==> src/hw/rtl/cas_pkg.sv <==
// Shared types and constants for the cartridge address sequencer.
// Used by cas_rem_unit and cart_address_sequencer_core; no dependencies.
package cas_pkg;

    localparam int ROM_ADDR_BITS = 20;
    localparam int COUNTER_W     = 32;
    localparam int SIZE_W        = 21;
    localparam int SHIFT_LEN_W   = 6;
    localparam int OUT_ADDR_W    = 20;
    localparam int BYTE_W        = 8;
    localparam int STEP_W        = $clog2(COUNTER_W);
    localparam int CFG_INDEX_W   = 3;

    localparam logic [COUNTER_W-1:0] ROM_ADDR_MASK =
        (ROM_ADDR_BITS >= COUNTER_W) ? {COUNTER_W{1'b1}}
                                     : ((COUNTER_W'(1) << ROM_ADDR_BITS) - COUNTER_W'(1));

    localparam logic [SHIFT_LEN_W-1:0] SHIFT_LEN_RESET = SHIFT_LEN_W'(8);

    // Access kinds carried on s_tuser
    typedef enum logic [3:0] {
        MODE_READ      = 4'd0,
        MODE_PEEK      = 4'd1,
        MODE_WRITE     = 4'd2,
        MODE_SET_LOW   = 4'd3,
        MODE_SET_HIGH  = 4'd4,
        MODE_SHIFT_BIT = 4'd5,
        MODE_BANK0_PG  = 4'd6,
        MODE_BANK1_PG  = 4'd7,
        MODE_SEL_BANK  = 4'd8
    } mode_t;

    // Configuration register indexes
    typedef enum logic [CFG_INDEX_W-1:0] {
        CFG_BANK0_SIZE   = 3'd0,
        CFG_BANK1_OFFSET = 3'd1,
        CFG_BANK1_SIZE   = 3'd2,
        CFG_ROM_SIZE     = 3'd3,
        CFG_SHIFT_LENGTH = 3'd4,
        CFG_SAVE_RAM     = 3'd5
    } cfg_index_t;

    typedef enum logic [1:0] {
        ST_IDLE,
        ST_REM,
        ST_DONE
    } state_t;

    // Status of the serial remainder unit
    typedef struct packed {
        logic busy;
        logic last;
    } rem_stat_t;

endpackage

==> src/hw/rtl/cas_rem_unit.sv <==
// Bit-serial restoring remainder: counter modulo bank size, one bit per cycle.
// Depends on cas_pkg.
module cas_rem_unit
    import cas_pkg::*;
(
    input  logic                 aclk,
    input  logic                 aresetn,
    input  logic                 start,
    input  logic [COUNTER_W-1:0] dividend,
    input  logic [SIZE_W-1:0]    divisor,
    output rem_stat_t            stat,
    output logic [SIZE_W-1:0]    remainder
);

    logic                 busy_reg, busy_next;
    logic [STEP_W-1:0]    step_reg, step_next;
    logic [COUNTER_W-1:0] quot_reg, quot_next;
    logic [SIZE_W-1:0]    rem_reg, rem_next;
    logic [SIZE_W-1:0]    div_reg, div_next;
    logic [SIZE_W:0]      trial;
    logic [SIZE_W:0]      diff;
    logic                 fits;

    // Bring down the next dividend bit and subtract when it fits
    assign trial = {rem_reg, quot_reg[COUNTER_W-1]};
    assign fits  = trial >= {1'b0, div_reg};
    assign diff  = trial - {1'b0, div_reg};

    always_comb begin
        busy_next = busy_reg;
        step_next = step_reg;
        quot_next = quot_reg;
        rem_next  = rem_reg;
        div_next  = div_reg;
        if (start) begin
            busy_next = 1'b1;
            step_next = STEP_W'(COUNTER_W - 1);
            quot_next = dividend;
            rem_next  = '0;
            div_next  = divisor;
        end else if (busy_reg) begin
            quot_next = {quot_reg[COUNTER_W-2:0], 1'b0};
            rem_next  = fits ? diff[SIZE_W-1:0] : trial[SIZE_W-1:0];
            step_next = step_reg - STEP_W'(1);
            if (step_reg == '0) begin
                busy_next = 1'b0;
            end
        end
    end

    always_ff @(posedge aclk) begin
        if (!aresetn) begin
            busy_reg <= 1'b0;
            step_reg <= '0;
        end else begin
            busy_reg <= busy_next;
            step_reg <= step_next;
        end
        quot_reg <= quot_next;
        rem_reg  <= rem_next;
        div_reg  <= div_next;
    end

    assign stat.busy = busy_reg;
    assign stat.last = busy_reg && (step_reg == '0);
    assign remainder = rem_reg;

`ifndef ASSERT_OFF
    a_no_restart: assert property (@(posedge aclk) disable iff (!aresetn)
        start |-> !busy_reg)
        else $error("remainder unit restarted while busy");

    a_rem_below_div: assert property (@(posedge aclk) disable iff (!aresetn)
        busy_reg && (div_reg != '0) |-> rem_reg < div_reg)
        else $error("partial remainder not below divisor");

    a_last_ends: assert property (@(posedge aclk) disable iff (!aresetn)
        stat.last && !start |=> !busy_reg)
        else $error("remainder unit did not stop after last step");
`endif

endmodule

==> src/hw/rtl/cart_address_sequencer_core.sv <==
// Top level of the cartridge address sequencer: access decode, counter state,
// config registers and result register. Depends on cas_pkg and cas_rem_unit.
//
// One beat in gives one beat out. A read or peek with a nonzero size for the
// selected bank reduces the counter modulo that size in cas_rem_unit, one bit
// per cycle, so such an access holds the block through accept, 32 remainder
// steps and result before it takes another beat; all other accesses go from
// accept straight to result. The result sits in an output register, so the
// next beat is accepted while it waits on m_tready. Config writes are taken
// on any cycle (cfg_ready is tied high) and belong between accesses.
module cart_address_sequencer_core
    import cas_pkg::*;
(
    input  logic                   aclk,
    input  logic                   aresetn,
    // config write channel
    input  logic                   cfg_valid,
    output logic                   cfg_ready,
    input  logic [CFG_INDEX_W-1:0] cfg_index,
    input  logic [SIZE_W-1:0]      cfg_data,
    // access channel
    input  logic                   s_tvalid,
    output logic                   s_tready,
    input  logic [15:0]            s_tdata,  // [7:0] data_byte, [8] serial_bit
    input  logic [3:0]             s_tuser,  // [3:0] mode
    // result channel
    output logic                   m_tvalid,
    input  logic                   m_tready,
    output logic [55:0]            m_tdata,  // [19:0] rom_address, [20] rom_in_range,
                                             // [40:21] save_address, [48:41] save_data
    output logic [1:0]             m_tuser   // [0] rom_valid, [1] save_write
);

    state_t state_reg, state_next;

    logic [SIZE_W-1:0]      bank0_size_reg, bank1_offset_reg, bank1_size_reg;
    logic [SIZE_W-1:0]      rom_size_reg, save_ram_reg;
    logic [SHIFT_LEN_W-1:0] shift_len_reg;

    logic [COUNTER_W-1:0]   counter_reg, counter_next;
    logic                   bank_reg, bank_next;
    logic [COUNTER_W-1:0]   acc_reg, acc_next;
    logic [SHIFT_LEN_W-1:0] scount_reg, scount_next;

    logic [3:0]             mode_reg;
    logic [BYTE_W-1:0]      data_reg;
    logic                   bit_reg;

    logic                   m_tvalid_reg, m_tvalid_next;
    logic [55:0]            m_tdata_reg, m_tdata_next;
    logic [1:0]             m_tuser_reg, m_tuser_next;

    logic                   accept;
    logic                   rem_start;
    logic                   load_out;
    logic                   out_free;
    logic                   is_rom_access;
    logic [SIZE_W-1:0]      cur_size;
    logic [SIZE_W-1:0]      cur_offset;
    rem_stat_t              rem_stat;
    logic [SIZE_W-1:0]      rem_value;

    logic [COUNTER_W-1:0]   in_bank;
    logic [COUNTER_W-1:0]   rom_addr_full;
    logic [COUNTER_W-1:0]   rom_addr_kept;
    logic [SHIFT_LEN_W-1:0] scount_inc;

    assign cfg_ready = 1'b1;
    assign accept    = s_tvalid && s_tready;
    assign out_free  = !m_tvalid_reg || m_tready;

    assign cur_size   = bank_reg ? bank1_size_reg : bank0_size_reg;
    assign cur_offset = bank_reg ? bank1_offset_reg : '0;
    assign is_rom_access = (mode_t'(s_tuser) == MODE_READ) || (mode_t'(s_tuser) == MODE_PEEK);

    cas_rem_unit u_rem (
        .aclk      (aclk),
        .aresetn   (aresetn),
        .start     (rem_start),
        .dividend  (counter_reg),
        .divisor   (cur_size),
        .stat      (rem_stat),
        .remainder (rem_value)
    );

    // next state
    always_comb begin
        state_next = state_reg;
        case (state_reg)
            ST_IDLE: begin
                if (accept) begin
                    state_next = (is_rom_access && cur_size != '0) ? ST_REM : ST_DONE;
                end
            end
            ST_REM: begin
                if (rem_stat.last) begin
                    state_next = ST_DONE;
                end
            end
            ST_DONE: begin
                if (out_free) begin
                    state_next = ST_IDLE;
                end
            end
            default: state_next = ST_IDLE;
        endcase
    end

    // FSM outputs
    always_comb begin
        s_tready  = 1'b0;
        rem_start = 1'b0;
        load_out  = 1'b0;
        case (state_reg)
            ST_IDLE: begin
                s_tready  = 1'b1;
                rem_start = accept && is_rom_access && (cur_size != '0);
            end
            ST_DONE: begin
                load_out = out_free;
            end
            default: ;
        endcase
    end

    // access datapath
    assign in_bank       = (cur_size != '0) ? COUNTER_W'(rem_value) : counter_reg;
    assign rom_addr_full = COUNTER_W'(cur_offset) + in_bank;
    assign rom_addr_kept = rom_addr_full & ROM_ADDR_MASK;
    assign scount_inc    = scount_reg + SHIFT_LEN_W'(1);

    always_comb begin
        counter_next  = counter_reg;
        bank_next     = bank_reg;
        acc_next      = acc_reg;
        scount_next   = scount_reg;
        m_tdata_next  = '0;
        m_tuser_next  = '0;
        case (mode_t'(mode_reg))
            MODE_READ, MODE_PEEK: begin
                m_tuser_next[0]    = 1'b1;
                m_tdata_next[19:0] = rom_addr_kept[OUT_ADDR_W-1:0];
                m_tdata_next[20]   = rom_addr_full < COUNTER_W'(rom_size_reg);
                if (mode_t'(mode_reg) == MODE_READ) begin
                    counter_next = counter_reg + COUNTER_W'(1);
                end
            end
            MODE_WRITE: begin
                if ((save_ram_reg != '0) && (counter_reg < COUNTER_W'(save_ram_reg))) begin
                    m_tuser_next[1]     = 1'b1;
                    m_tdata_next[40:21] = counter_reg[OUT_ADDR_W-1:0];
                    m_tdata_next[48:41] = data_reg;
                end
                counter_next = counter_reg + COUNTER_W'(1);
            end
            MODE_SET_LOW: begin
                counter_next = {16'd0, counter_reg[15:8], data_reg};
            end
            MODE_SET_HIGH: begin
                counter_next = {16'd0, data_reg, counter_reg[7:0]};
            end
            MODE_SHIFT_BIT: begin
                acc_next    = {acc_reg[COUNTER_W-2:0], bit_reg};
                scount_next = scount_inc;
                // load the counter once enough bits are in
                if (scount_inc >= shift_len_reg) begin
                    counter_next = {acc_reg[COUNTER_W-2:0], bit_reg};
                    acc_next     = '0;
                    scount_next  = '0;
                end
            end
            MODE_BANK0_PG, MODE_BANK1_PG: begin
                bank_next    = (mode_t'(mode_reg) == MODE_BANK1_PG);
                counter_next = {16'd0, data_reg, counter_reg[7:0]};
            end
            MODE_SEL_BANK: begin
                bank_next = (data_reg != '0);
            end
            default: ;
        endcase
    end

    always_comb begin
        m_tvalid_next = m_tvalid_reg;
        if (load_out) begin
            m_tvalid_next = 1'b1;
        end else if (m_tready) begin
            m_tvalid_next = 1'b0;
        end
    end

    always_ff @(posedge aclk) begin
        if (!aresetn) begin
            state_reg        <= ST_IDLE;
            bank0_size_reg   <= '0;
            bank1_offset_reg <= '0;
            bank1_size_reg   <= '0;
            rom_size_reg     <= '0;
            shift_len_reg    <= SHIFT_LEN_RESET;
            save_ram_reg     <= '0;
            counter_reg      <= '0;
            bank_reg         <= 1'b0;
            acc_reg          <= '0;
            scount_reg       <= '0;
            m_tvalid_reg     <= 1'b0;
        end else begin
            state_reg    <= state_next;
            m_tvalid_reg <= m_tvalid_next;
            if (cfg_valid && cfg_ready) begin
                case (cfg_index_t'(cfg_index))
                    CFG_BANK0_SIZE:   bank0_size_reg   <= cfg_data;
                    CFG_BANK1_OFFSET: bank1_offset_reg <= cfg_data;
                    CFG_BANK1_SIZE:   bank1_size_reg   <= cfg_data;
                    CFG_ROM_SIZE:     rom_size_reg     <= cfg_data;
                    CFG_SHIFT_LENGTH: shift_len_reg    <= cfg_data[SHIFT_LEN_W-1:0];
                    CFG_SAVE_RAM:     save_ram_reg     <= cfg_data;
                    default: ;
                endcase
            end
            if (load_out) begin
                counter_reg <= counter_next;
                bank_reg    <= bank_next;
                acc_reg     <= acc_next;
                scount_reg  <= scount_next;
            end
        end
        if (accept) begin
            mode_reg <= s_tuser;
            data_reg <= s_tdata[7:0];
            bit_reg  <= s_tdata[8];
        end
        if (load_out) begin
            m_tdata_reg <= m_tdata_next;
            m_tuser_reg <= m_tuser_next;
        end
    end

    assign m_tvalid = m_tvalid_reg;
    assign m_tdata  = m_tdata_reg;
    assign m_tuser  = m_tuser_reg;

`ifndef ASSERT_OFF
    a_rem_while_wait: assert property (@(posedge aclk) disable iff (!aresetn)
        state_reg == ST_REM |-> rem_stat.busy)
        else $error("waiting on remainder unit that is not busy");

    a_load_from_done: assert property (@(posedge aclk) disable iff (!aresetn)
        $rose(m_tvalid_reg) |-> $past(state_reg == ST_DONE))
        else $error("result loaded outside the finishing state");

    a_one_kind: assert property (@(posedge aclk) disable iff (!aresetn)
        m_tvalid_reg |-> !(m_tuser_reg[0] && m_tuser_reg[1]))
        else $error("result flags both a ROM access and a save write");

    a_no_overwrite: assert property (@(posedge aclk) disable iff (!aresetn)
        load_out |-> out_free)
        else $error("result register overwritten while held");
`endif

endmodule

==> config.mk <==
export PLATFORM = sky130hd
export DESIGN_NAME = cart_address_sequencer_core
export DESIGN_NICKNAME = d
export VERILOG_FILES = /design/src/hw/rtl/cas_pkg.sv /design/src/hw/rtl/cas_rem_unit.sv /design/src/hw/rtl/cart_address_sequencer_core.sv
export SDC_FILE = /design/constraint.sdc
export NUM_CORES = 1
export LEC_CHECK = 0
export BUFFER_PORTS_ARGS = -buffer_cell sky130_fd_sc_hd__buf_2
export CORE_AREA = 4 4 190 192
export CTS_CLUSTER_DIAMETER = 50
export CTS_CLUSTER_SIZE = 28
export DETAILED_ROUTE_END_ITERATION = 12
export DIE_AREA = 0 0 194 196
export GPL_TIMING_DRIVEN = 1
export PLACE_DENSITY_LB_ADDON = 0.08
export SLEW_MARGIN = 20
export SYNTH_ARGS = -nofsm -noshare
export SYNTH_HDL_FRONTEND = slang
export SYNTH_HIERARCHICAL = 1
export SYNTH_SLANG_ARGS = --single-unit
export TNS_END_PERCENT = 50
==> constraint.sdc <==
create_clock -name aclk -period 7.23 [get_ports aclk]
set_input_delay 0.3615 -clock aclk [delete_from_list [all_inputs] [get_ports aclk]]
set_output_delay 0.3615 -clock aclk [all_outputs]
set_load 0.02 [all_outputs]
## Word-level counts from Yosys, hierarchy flattened

Cells that the tools add are included.

| storage, ports and cells | value |
|---|---|
| bits in read-only memories | 0 |
| bits in latches | 0 |
| output and inout bits | 61 |
| memories | 0 |
| input port bits | 49 |
| word-level logic and storage cells | 126 |
| register bits after elaboration | 328 |
| bits in writable memories | 0 |

| operators by class | value |
|---|---|
| eq/ne operators | 21 |
| order comparisons | 4 |
| divide/modulo/power cells | 0 |
| bitwise logic cells | 2 |
| reductions and logical operators | 39 |
| multiplexer cells | 29 |
| multiply operators | 0 |
| add/sub/neg operators | 5 |
| shift operators | 0 |

Operator list:

| kind | number |
|---|---|
| $mux 32 | 5 |
| $pmux 32 s5 | 1 |
| $lt 32x21->1 | 2 |
| $mux 21 | 3 |
| $reduce_bool 21->1 | 2 |
| $add 21x32->32 | 1 |
| $add 32x1->32 const B | 1 |
| $mux 31 | 1 |
| $ge 22x21->1 | 1 |
| $sub 21x21->21 | 1 |
| $reduce_and 2->1 | 9 |
| $eq 4x3->1 const B | 4 |
| $mux 1 | 10 |
| $mux 5 | 2 |
| $ne 2x2->1 const B | 5 |
| $reduce_and 5->1 | 2 |
| $eq 4x1->1 const B | 2 |
| $eq 4x2->1 const B | 2 |
| $logic_not 4->1 | 2 |
| $mux 2 | 4 |
| $reduce_bool 4->1 | 2 |
| $reduce_bool 8->1 | 1 |
| $add 6x1->6 const B | 1 |
| $eq 3x2->1 const B | 2 |
| other kinds (23) | 34 |

## Longest topological paths before layout

Gate-level depths: netlist of run 1.

| depth | value |
|---|---|
| word-level depth | 7 |
| gate-level depth with buffers | 26 |
| depth with buffers taken out | 23 |

## Modules after synthesis

Netlist of run 1, hierarchy kept.

Modules (own cells, without submodules):

| module | seq. area each (um^2) | cells an instance | area each (um^2) | instances |
|---|---|---|---|---|
| cart_address_sequencer_core | 5605.4 | 1598 | 13178.9 | 1 |
| cas_rem_unit | 2132.0 | 427 | 4525.6 | 1 |

## Least setup slack after synthesis of run 1

No wires, ideal clock.

| timing path | value |
|---|---|
| path kind | reg-to-reg |
| start point | reg bank_reg |
| end point | reg m_tdata_reg[20], in the netlist m_tdata[20], data pin |
| setup slack | 2.087 ns |
| path buffers | 2 |
| required time | 7.097 ns |
| cell stages (with the launch flop) | 25 |
| arrival | 5.011 ns |
| path through | dfxtp_1 > mux2_2 > or3_1 > nor4_1 > nand3_1 > clkbuf_1 > clkbuf_1 > mux2_2 > ha_1 > inv_1 > fa_1 > nor2b_1 > o31a_1 > o41a_1 > a31oi_1 > o21bai_1 > a21oi_1 > xnor2_1 > ha_1 > nand4_1 > nor4_1 > a311oi_1 > nand3_1 > a211oi_1 > o221a_1 |

| between the ends | value |
|---|---|
| longest elaborated chain between the ends | 5 |
| elaborated cells on any way between the ends | 6 |

RTL lines:

| element | RTL line | source |
|---|---|---|
| from (decl) | cart_address_sequencer_core.sv:41 | `logic bank_reg, bank_next;` |
| from (signal assigned) | cart_address_sequencer_core.sv:222 | `bank_reg <= bank_next;` |
| $mux 21 | cart_address_sequencer_core.sv:72 | `assign cur_size = bank_reg ? bank1_size_reg : bank0_size_reg;` |
| net cur_size[10] | cart_address_sequencer_core.sv:58 | `logic [SIZE_W-1:0] cur_size;` |
| $reduce_bool 21->1 | cart_address_sequencer_core.sv:127 | `assign in_bank = (cur_size != '0) ? COUNTER_W'(rem_value) : counter_reg;` |
| $mux 32 | cart_address_sequencer_core.sv:127 |  |
| $add 21x32->32 | cart_address_sequencer_core.sv:128 | `assign rom_addr_full = COUNTER_W'(cur_offset) + in_bank;` |
| net rom_addr_full[14] | cart_address_sequencer_core.sv:64 | `logic [COUNTER_W-1:0] rom_addr_full;` |
| $lt 32x21->1 | cart_address_sequencer_core.sv:143 | `m_tdata_next[20] = rom_addr_full < COUNTER_W'(rom_size_reg);` |
| to (signal assigned) | cart_address_sequencer_core.sv:233 | `m_tdata_reg <= m_tdata_next;` |
| to (decl) | cart_address_sequencer_core.sv:50 | `logic [55:0] m_tdata_reg, m_tdata_next;` |

The timed path passes the listed nets, and every way through them passes these cells.
A chain may end at the register's enable or synchronous reset.

## Worst setup path after layout of run 1

Same ends and word-level chain as after synthesis.

==> flow_summary.toml, run 1 <==
[clock_network]
clock_path_buffers = 3
h-tree-depth = 2
ctsResizeCount = 0
clk_latency_ns = 0.55
tritoncts = "yes"
cts-root-buf = "clkbuf_16"
numCtsBuffers = 38
clkTransAtPathRegs_ns = 0.07
clock_sinks = 328
postCtsSetupBuffers = 0

[setup_path]
critPathRequiredTime_ns = 7.65
endpoint = "m_tdata[20]"
end_kind = "flop"
crit_start = "bank_reg"
crit_arrival_ns = 6.92
r2r_start = "bank_reg"
startpoint_type = "flop"
critPathSlowestCell = "dfxtp_1"
worst-path-max-fanout = 38
crit_type = "reg -> reg"
r2r_setup_slack_ns = 0.72
cp_cell_sequence = "buf_4 -> mux2_2 -> nor4_1 -> nand3_1 -> buf_4 -> mux2_2 -> ha_1 -> a211oi_2 -> o211ai_1 -> a311oi_2 -> o21ai_1 -> o31ai_1 -> a21boi_0 -> o21ai_0 -> o31a_1 -> ha_1 -> nor2b_1 -> o21ai_0 -> nand3_1 -> a211oi_1 -> o221a_1"
cp_slowest_stage_delay_ns = 0.62
r2r_end = "m_tdata[20]"
r2r_cells = 21

[sta]
report.final.slew_viol_count = 0
fin_crit_sh = 0.900
hold_slack_ns = 0.0173
hold_viol = 0
final-setup-viol-count = 0
layout_min_cycle_time_ns = 6.51
fmax_mhz = 154
setup_tns_ns = 0
rsz0062_at_grt = "no"
fin_skew_ns = 0.0321
slew_headroom = 0.257
worst_pin_slew_ns = 1.11
worst_slack_ns = 0.721

[cells_and_area]
utilization = 0.577
final_cells = 2550
drive_gt1_frac = 0.133
final_cell_area_um2 = 19800
area_growth_pct = 12.1
nFillCells = 3130
num_antenna_cells = 0
largest_reg_flops = 49
nets = 2209

[place]
placed_cell_area_um2 = 18400
dp.cells = 2471
hpwl_um = 38100
gp_congestion = 0.946
numPortBuffers = 94
dpl_worst_slack_ns = 0.898

[global_route]
grt_start_max_net_pins = 89
grt_overflow_total = 0
globalRouteTotalUtil = 0.274
antenna_found_initial = 1
grt_pass1_vias = 14500
grt_pass1_wl_um = 83500

[power_and_ir_drop]
p_total_mw = 4.95
p_per_area_nw_per_um2 = 250
vdd_drop_max_v = 0.000155
leakage_nw = 7.52

[route]
dr.pass1.iters = 6
wl_per_cell_um = 21.1
dr_total_vias = 15300
viasPerCell = 6.00
ant_nets = 0
routed_wl_um = 53700
drtIter0Drc = 1326
drc = 0

[floorplan]
core_um2 = 34400
die_area_um2 = 38000
die_h_um = 196
pin_count = 110
chipWidth_um = 194
fp-row-count = 68
initial_core_util = 0.515

[hold_path]
hold_path.class = "in -> reg"

[status]
status = "finished, final reports clean"

[synth]
syn_inst = 2024
syn-cell-area_um2 = 17700
yosysWarningCount = 6
avgSynthCellArea_um2 = 8.74

[run]
drv_cap = 0
==> final cells by class <==
cell class              count  area (µm²)  share of cell area
clock buffers              41         962              0.0485
clock inverters            28         338              0.0170
inverters                  93         352              0.0177
multi-input cells        1482        9150               0.461
flip-flops and latches    328        7740               0.390
well taps                 455         569              0.0287
repair buffers            123         721              0.0363
==> routing by layer <==
layer / up-vias / track usage / share of wire
met5: - / 0 / 0.00024
met4: 2 / 0.0943 / 0.038
met3: 133 / 0.0653 / 0.094
met2: 636 / 0.422 / 0.44
met1: 7257 / 0.381 / 0.43
li1: 7279 / - / -
==> critical path: cells and delay by family, from the launching register on <==
family                   cells  cell delay, ns
AO/OA/AOI/OAI               11            2.80
adder cells (fa/ha/maj)      2            0.55
multiplexers                 2            0.74
flip-flops                   1            0.62
buffers and inverters        2            0.73
AND/OR/NAND/NOR              4            0.90
==> worst min path at each step <==
stage                          from              endpoint  cells after the start
3_5_place_dp   bank1_offset_reg[12]  bank1_offset_reg[12]                      2
5_1_grt                  s_tuser[2]           mode_reg[2]                      1
2_1_floorplan   bank1_offset_reg[0]   bank1_offset_reg[0]                      2
4_1_cts                  s_tuser[2]           mode_reg[2]                      1
3_3_place_gp   bank1_offset_reg[10]  bank1_offset_reg[10]                      2
6_report                 s_tuser[1]           mode_reg[1]                      1
==> cell usage in the layout (no fill, tap or decap), types with 72 or more instances in the layout <==
cell type and instances:
nand2_1 381, nor2_1 97, a21oi_1 242, mux2_2 72, o21ai_0 74, inv_1 91, dfxtp_1 211, ha_1 92
buf_2 94, edfxtp_1 117
==> report_power, final <==
| group | internal (mW) | switching [mW] |
|---|---|---|
| clock | 1.12 | 0.875 |
| combinational | 0.334 | 0.540 |
| sequential | 2.00 | 0.0845 |
| total | 3.45 | 1.50 |
==> timing repair <==
item | in CTS | in global routing
hold endpoints to repair | 10 | 0
setup endpoints to repair | 0 | 0
hold buffers | 10 | 0
Note: power is estimated with default switching activity, not from simulation.
==> run 2, diff against run 1 <==
--- a/config.mk
+++ b/config.mk
@@ -12,7 +12,7 @@
 export DETAILED_ROUTE_END_ITERATION = 12
 export DIE_AREA = 0 0 194 196
 export GPL_TIMING_DRIVEN = 1
-export PLACE_DENSITY_LB_ADDON = 0.08
+export PLACE_DENSITY_LB_ADDON = 0.2
 export SLEW_MARGIN = 20
 export SYNTH_ARGS = -nofsm -noshare
 export SYNTH_HDL_FRONTEND = slang
==> run 2 against run 1 <==
Effect of this change:
- maximum frequency rose by 0.87%
- die area unchanged
- register-to-register slack better by 0.06 ns
- via count increased by 0.12%
- wire length shrank 2.0%
- setup slack gained 0.056 ns
- clock skew shrank 0.020 ns
- count of clock-buffer cells in the layout grew 4
- total power is 1.3% higher
- critical path depth is the same
- clock power is 2% higher
- critical path type unchanged
==> flow_summary.toml, run 2 (synthesis results as in run 1) <==
[clock_network]
tritoncts = "yes"
clock_path_buffers = 3
postCtsSetupBuffers = 0
postCtsHoldBufs = 10
clock_sinks = 328
clk_latency_ns = 0.54
clkTransAtPathRegs_ns = 0.06
cts-root-buf = "clkbuf_16"
numCtsBuffers = 39
h-tree-depth = 2
ctsResizeCount = 0

[place]
placed_cell_area_um2 = 18400
dpl_worst_slack_ns = 0.835
dp.cells = 2473
numPortBuffers = 94
hpwl_um = 36900
gp_congestion = 0.905

[power_and_ir_drop]
p_per_area_nw_per_um2 = 252
pwr-share-comb = 0.175
swShare = 0.300
leakage_nw = 7.58
vdd_drop_max_v = 0.000182
internal_power_mw = 3.51
clkPwrFrac = 0.407
p_switching_mw = 1.51
seqPwrFrac = 0.418

[route]
dr.pass1.iters = 5
drc = 0
wl_per_cell_um = 20.6
drtIter0Drc = 1353
ant_nets = 0
dr_total_vias = 15300
viasPerCell = 6.00
routed_wl_um = 52700

[cells_and_area]
final_common_cell = "nand2_1"
largest_reg_flops = 49
nFillCells = 3065
final_cells = 2555
layout_common_cells = "381 x nand2_1, 242 x a21oi_1, 211 x dfxtp_1"
nets = 2213
num_antenna_cells = 0
area_growth_pct = 12.6
final_cell_area_um2 = 19900
drive_gt1_frac = 0.135

[global_route]
grt_pass1_wl_um = 82100
globalRouteTotalUtil = 0.267
grt_overflow_total = 0
grt_start_max_net_pins = 97
antenna_found_initial = 2
grt_pass1_vias = 14300

[sta]
worst_slack_ns = 0.777
hold_viol = 0
fmax_mhz = 155
fin_skew_ns = 0.0125
final-setup-viol-count = 0
report.final.slew_viol_count = 0
setup_tns_ns = 0
rsz0062_at_grt = "no"
slew_headroom = 0.282
worst_pin_slew_ns = 1.08
fin_crit_sh = 0.893
layout_min_cycle_time_ns = 6.45

[setup_path]
end_kind = "flop"
path_delay_family = "compound AO/OA/AOI/OAI gates"
cp_num_buf_inv = 1
cp_cell_sequence = "mux2_2 -> or3_1 -> nor4_1 -> nand3_1 -> buf_4 -> mux2_2 -> ha_1 -> a21oi_1 -> o21ai_0 -> a311oi_2 -> o21ai_1 -> o31ai_1 -> a21boi_0 -> o21ai_0 -> o31a_1 -> ha_1 -> nor2b_1 -> o21ai_0 -> nand3_1 -> a211oi_1 -> o221a_1"
worst-path-max-fanout = 17
critPathSlowestCell = "dfxtp_1"
startpoint_type = "flop"
worst_path_most_repeated_cell = "o21ai_0"
crit_type = "reg -> reg"
critPathRequiredTime_ns = 7.64
crit_arrival_ns = 6.86
cp_slowest_stage_delay_ns = 0.75

[floorplan]
die_h_um = 196
core_um2 = 34400
fp-row-count = 68
chipWidth_um = 194
initial_core_util = 0.515
pin_count = 110
die_area_um2 = 38000

[run]
drv_cap = 0

[hold_path]
hold_path.class = "in -> reg"

[status]
status = "finished, final reports clean"
==> run 2: through the flow <==
stage | total power, mW | utilization | hold slack (ns)
after detailed placement | 2.98 | 0.537 | 0.442
after global routing | 5.21 | 0.580 | 0.0182
after global placement | 2.95 | 0.537 | 0.438
after floorplan | 2.71 | - | 0.432
final | 5.02 | 0.580 | 0.0214
after CTS | 5.02 | 0.579 | 0.00559
==> run 2: power by group through the flow <==
stage / combinational [mW] / clock [mW] / sequential (mW)
after floorplan: 0.605 / 0 / 2.10
after global placement: 0.818 / 0 / 2.13
after detailed placement: 0.844 / 0 / 2.14
after CTS: 0.858 / 2.07 / 2.09
after global routing: 0.958 / 2.15 / 2.10
final: 0.876 / 2.04 / 2.10
==> run 2: final timing paths <==
| kind | start | end | slack [ns] | cells past startpoint |
|---|---|---|---|---|
| max | bank_reg | m_tdata[20] | 0.78 | 21 |
| min | s_tuser[2] | mode_reg[2] | 0.02 | 1 |
| max reg2reg | bank_reg | m_tdata[20] | 0.78 | 21 |
| min reg2reg | bank1_offset_reg[11] | bank1_offset_reg[11] | 0.45 | 2 |
==> run 2: area by class of cell <==
cell class              count  area (µm²)  area share
flip-flops and latches    328        7740       0.388
multi-input cells        1482        9160       0.459
well taps                 455         569      0.0286
clock buffers              45        1070      0.0538
clock inverters            26         288      0.0144
inverters                  93         352      0.0176
repair buffers            126         756      0.0379
==> run 2: routing by layer <==
metal  global-route usage  part of all wire  wire [µm]
met5                    0           0.00038         20
met4               0.0818             0.030       1600
met3               0.0352             0.075       3930
met2                0.428              0.46      24100
met1                0.380              0.44      23000
==> run 2: worst reg2reg max path: cells and delay by family (launching register included) <==
family,cells,cell delay [ns]
flip-flops,1,0.75
adder cells (fa/ha/maj),2,0.61
multiplexers,2,0.74
AND/OR/NAND/NOR,5,1.36
buffers and inverters,1,0.34
AO/OA/AOI/OAI,11,2.53
==> run 3, diff against run 2 <==
--- a/config.mk
+++ b/config.mk
@@ -12,7 +12,7 @@
 export DETAILED_ROUTE_END_ITERATION = 12
 export DIE_AREA = 0 0 194 196
 export GPL_TIMING_DRIVEN = 1
-export PLACE_DENSITY_LB_ADDON = 0.2
+export PLACE_DENSITY = 0.68
 export SLEW_MARGIN = 20
 export SYNTH_ARGS = -nofsm -noshare
 export SYNTH_HDL_FRONTEND = slang
==> run 3 against run 2 <==
Effect of this change:
- via count is 0.59% lower
- count of clock-buffer cells in the layout down 2
- maximum frequency is 3.3% lower
- register-to-register slack worse by 0.22 ns
- critical path depth grew 1
- largest cell class unchanged
- highest routed layer unchanged
==> flow_summary.toml, run 3 (synthesis results as in run 1) <==
[cells_and_area]
largest_reg_flops = 49
multi_input_area_um2 = 9150
final_cell_area_um2 = 19800
seq_area_um2 = 7740
final_common_cell = "nand2_1"
nets = 2211
num_antenna_cells = 0
drive_gt1_frac = 0.133
layout_common_cells = "381 x nand2_1, 243 x a21oi_1, 211 x dfxtp_1"
area_growth_pct = 12.0
nFillCells = 3092

[setup_path]
crit_arrival_ns = 7.07
worst-path-max-fanout = 24
critPathRequiredTime_ns = 7.63
cp_cell_sequence = "buf_4 -> mux2_2 -> nor4_1 -> nand3_1 -> mux2_2 -> ha_1 -> inv_1 -> fa_1 -> nor2b_1 -> o31a_1 -> o41a_1 -> a41o_1 -> a21oi_1 -> o21ai_0 -> xor2_1 -> ha_1 -> a21oi_1 -> nor2b_1 -> o21ai_0 -> nand3_1 -> a211oi_1 -> o221a_1"
end_kind = "flop"
cp_slowest_stage_delay_ns = 0.72
critPathSlowestCell = "dfxtp_1"
crit_type = "reg -> reg"
startpoint_type = "flop"

[power_and_ir_drop]
vdd_drop_max_v = 0.000147
leakage_nw = 7.54
p_per_area_nw_per_um2 = 248

[clock_network]
numCtsBuffers = 38
clock_path_buffers = 3
clk_latency_ns = 0.54
tritoncts = "yes"
h-tree-depth = 2
postCtsSetupBuffers = 0
clkTransAtPathRegs_ns = 0.07
cts-root-buf = "clkbuf_16"
ctsResizeCount = 0
clock_sinks = 328

[global_route]
grt_pass1_vias = 14100
grt_pass1_wl_um = 79600
grt_overflow_total = 0
antenna_found_initial = 3
grt_start_max_net_pins = 107
globalRouteTotalUtil = 0.260

[place]
hpwl_um = 36500
numPortBuffers = 94
gp_congestion = 0.926
placed_cell_area_um2 = 18400

[route]
routed_wl_um = 51700
dr_total_vias = 15200
ant_nets = 0
drc = 0
drtIter0Drc = 1462
dr.pass1.iters = 5
viasPerCell = 5.97
wl_per_cell_um = 20.3

[sta]
layout_min_cycle_time_ns = 6.67
fin_crit_sh = 0.923
setup_tns_ns = 0
slew_headroom = 0.292
worst_pin_slew_ns = 1.05
fmax_mhz = 150
report.final.slew_viol_count = 0
hold_viol = 0
final-setup-viol-count = 0
rsz0062_at_grt = "no"
fin_skew_ns = 0.0301

[floorplan]
fp-row-count = 68
die_h_um = 196
core_um2 = 34400
chipWidth_um = 194
initial_core_util = 0.515
die_area_um2 = 38000
pin_count = 110

[hold_path]
hold_path.class = "in -> reg"

[status]
status = "finished, final reports clean"

[run]
drv_cap = 0
-- run 3: cell types whose count changed in the layout (fill, tap and decap cells not counted), sizes merged --
cell / change
inv: -1
clkinvlp: -1
clkinv: +2
clkbuf: -2
dlygate4sd3: -2
buf: +1
-- run 3: timing repair --
| action | in CTS | in global routing |
|---|---|---|
| hold buffers | 8 | 0 |
| setup endpoints to repair | 0 | 0 |
| endpoints found under the hold margin | 8 | 0 |
-- run 3: final timing paths --
| kind | startpoint | to | slack, ns | cells after the start |
|---|---|---|---|---|
| worst max-delay path | bank_reg | m_tdata[20] | 0.56 | 22 |
| worst min-delay path | s_tdata[2] | data_reg[2] | 0.01 | 1 |
| worst max register to register | bank_reg | m_tdata[20] | 0.56 | 22 |
| worst min register to register | bank1_offset_reg[19] | bank1_offset_reg[19] | 0.45 | 2 |
-- run 3: routing by layer --
| layer | global-route usage | vias to the layer above | routed length (µm) |
|---|---|---|---|
| met3 | 0.0436 | 119 | 3800 |
| met2 | 0.410 | 534 | 23300 |
| met4 | 0.0872 | 4 | 1710 |
| li1 | - | 7272 | - |
| met5 | 0 | - | 25 |
| met1 | 0.367 | 7306 | 22800 |
-- run 3: area by class of cell --
cell class / instances / share of cell area
Clock buffer: 43 / 0.0510
Inverter: 93 / 0.0177
Timing Repair Buffer: 125 / 0.0367
Tap cell: 455 / 0.0287
Sequential cell: 328 / 0.390
Multi-Input combinational cell: 1482 / 0.461
Clock inverter: 26 / 0.0140
-- run 3: critical path: cells and delay by family (launching register included) --
kind / cells / cell delay, ns
multiplexers: 2 / 0.88
buffers and inverters: 2 / 0.47
XOR/XNOR: 1 / 0.21
flip-flops: 1 / 0.72
AO/OA/AOI/OAI: 9 / 2.30
AND/OR/NAND/NOR: 5 / 1.19
adder cells (fa/ha/maj): 3 / 0.73
-- run 3: metrics by stage --
step                       util  hold slack [ns]  std cells  setup WS [ns]  total power [mW]
after CTS                 0.576         0.000797       2552          0.603              4.93
final                     0.577           0.0139       2552          0.559              4.92
after floorplan               -            0.432       2030           2.09              2.71
after detailed placement  0.537            0.444       2475          0.641              2.98
after global routing      0.577          0.00941       2552         0.0566              5.11
after global placement    0.537            0.437       2475          0.866              2.95
-- run 3: where the power goes --
part           switching [mW]  leakage, nW  internal [mW]
clock network           0.845        0.628           1.12
logic                   0.527         4.13          0.331
registers               0.106         2.78           2.00
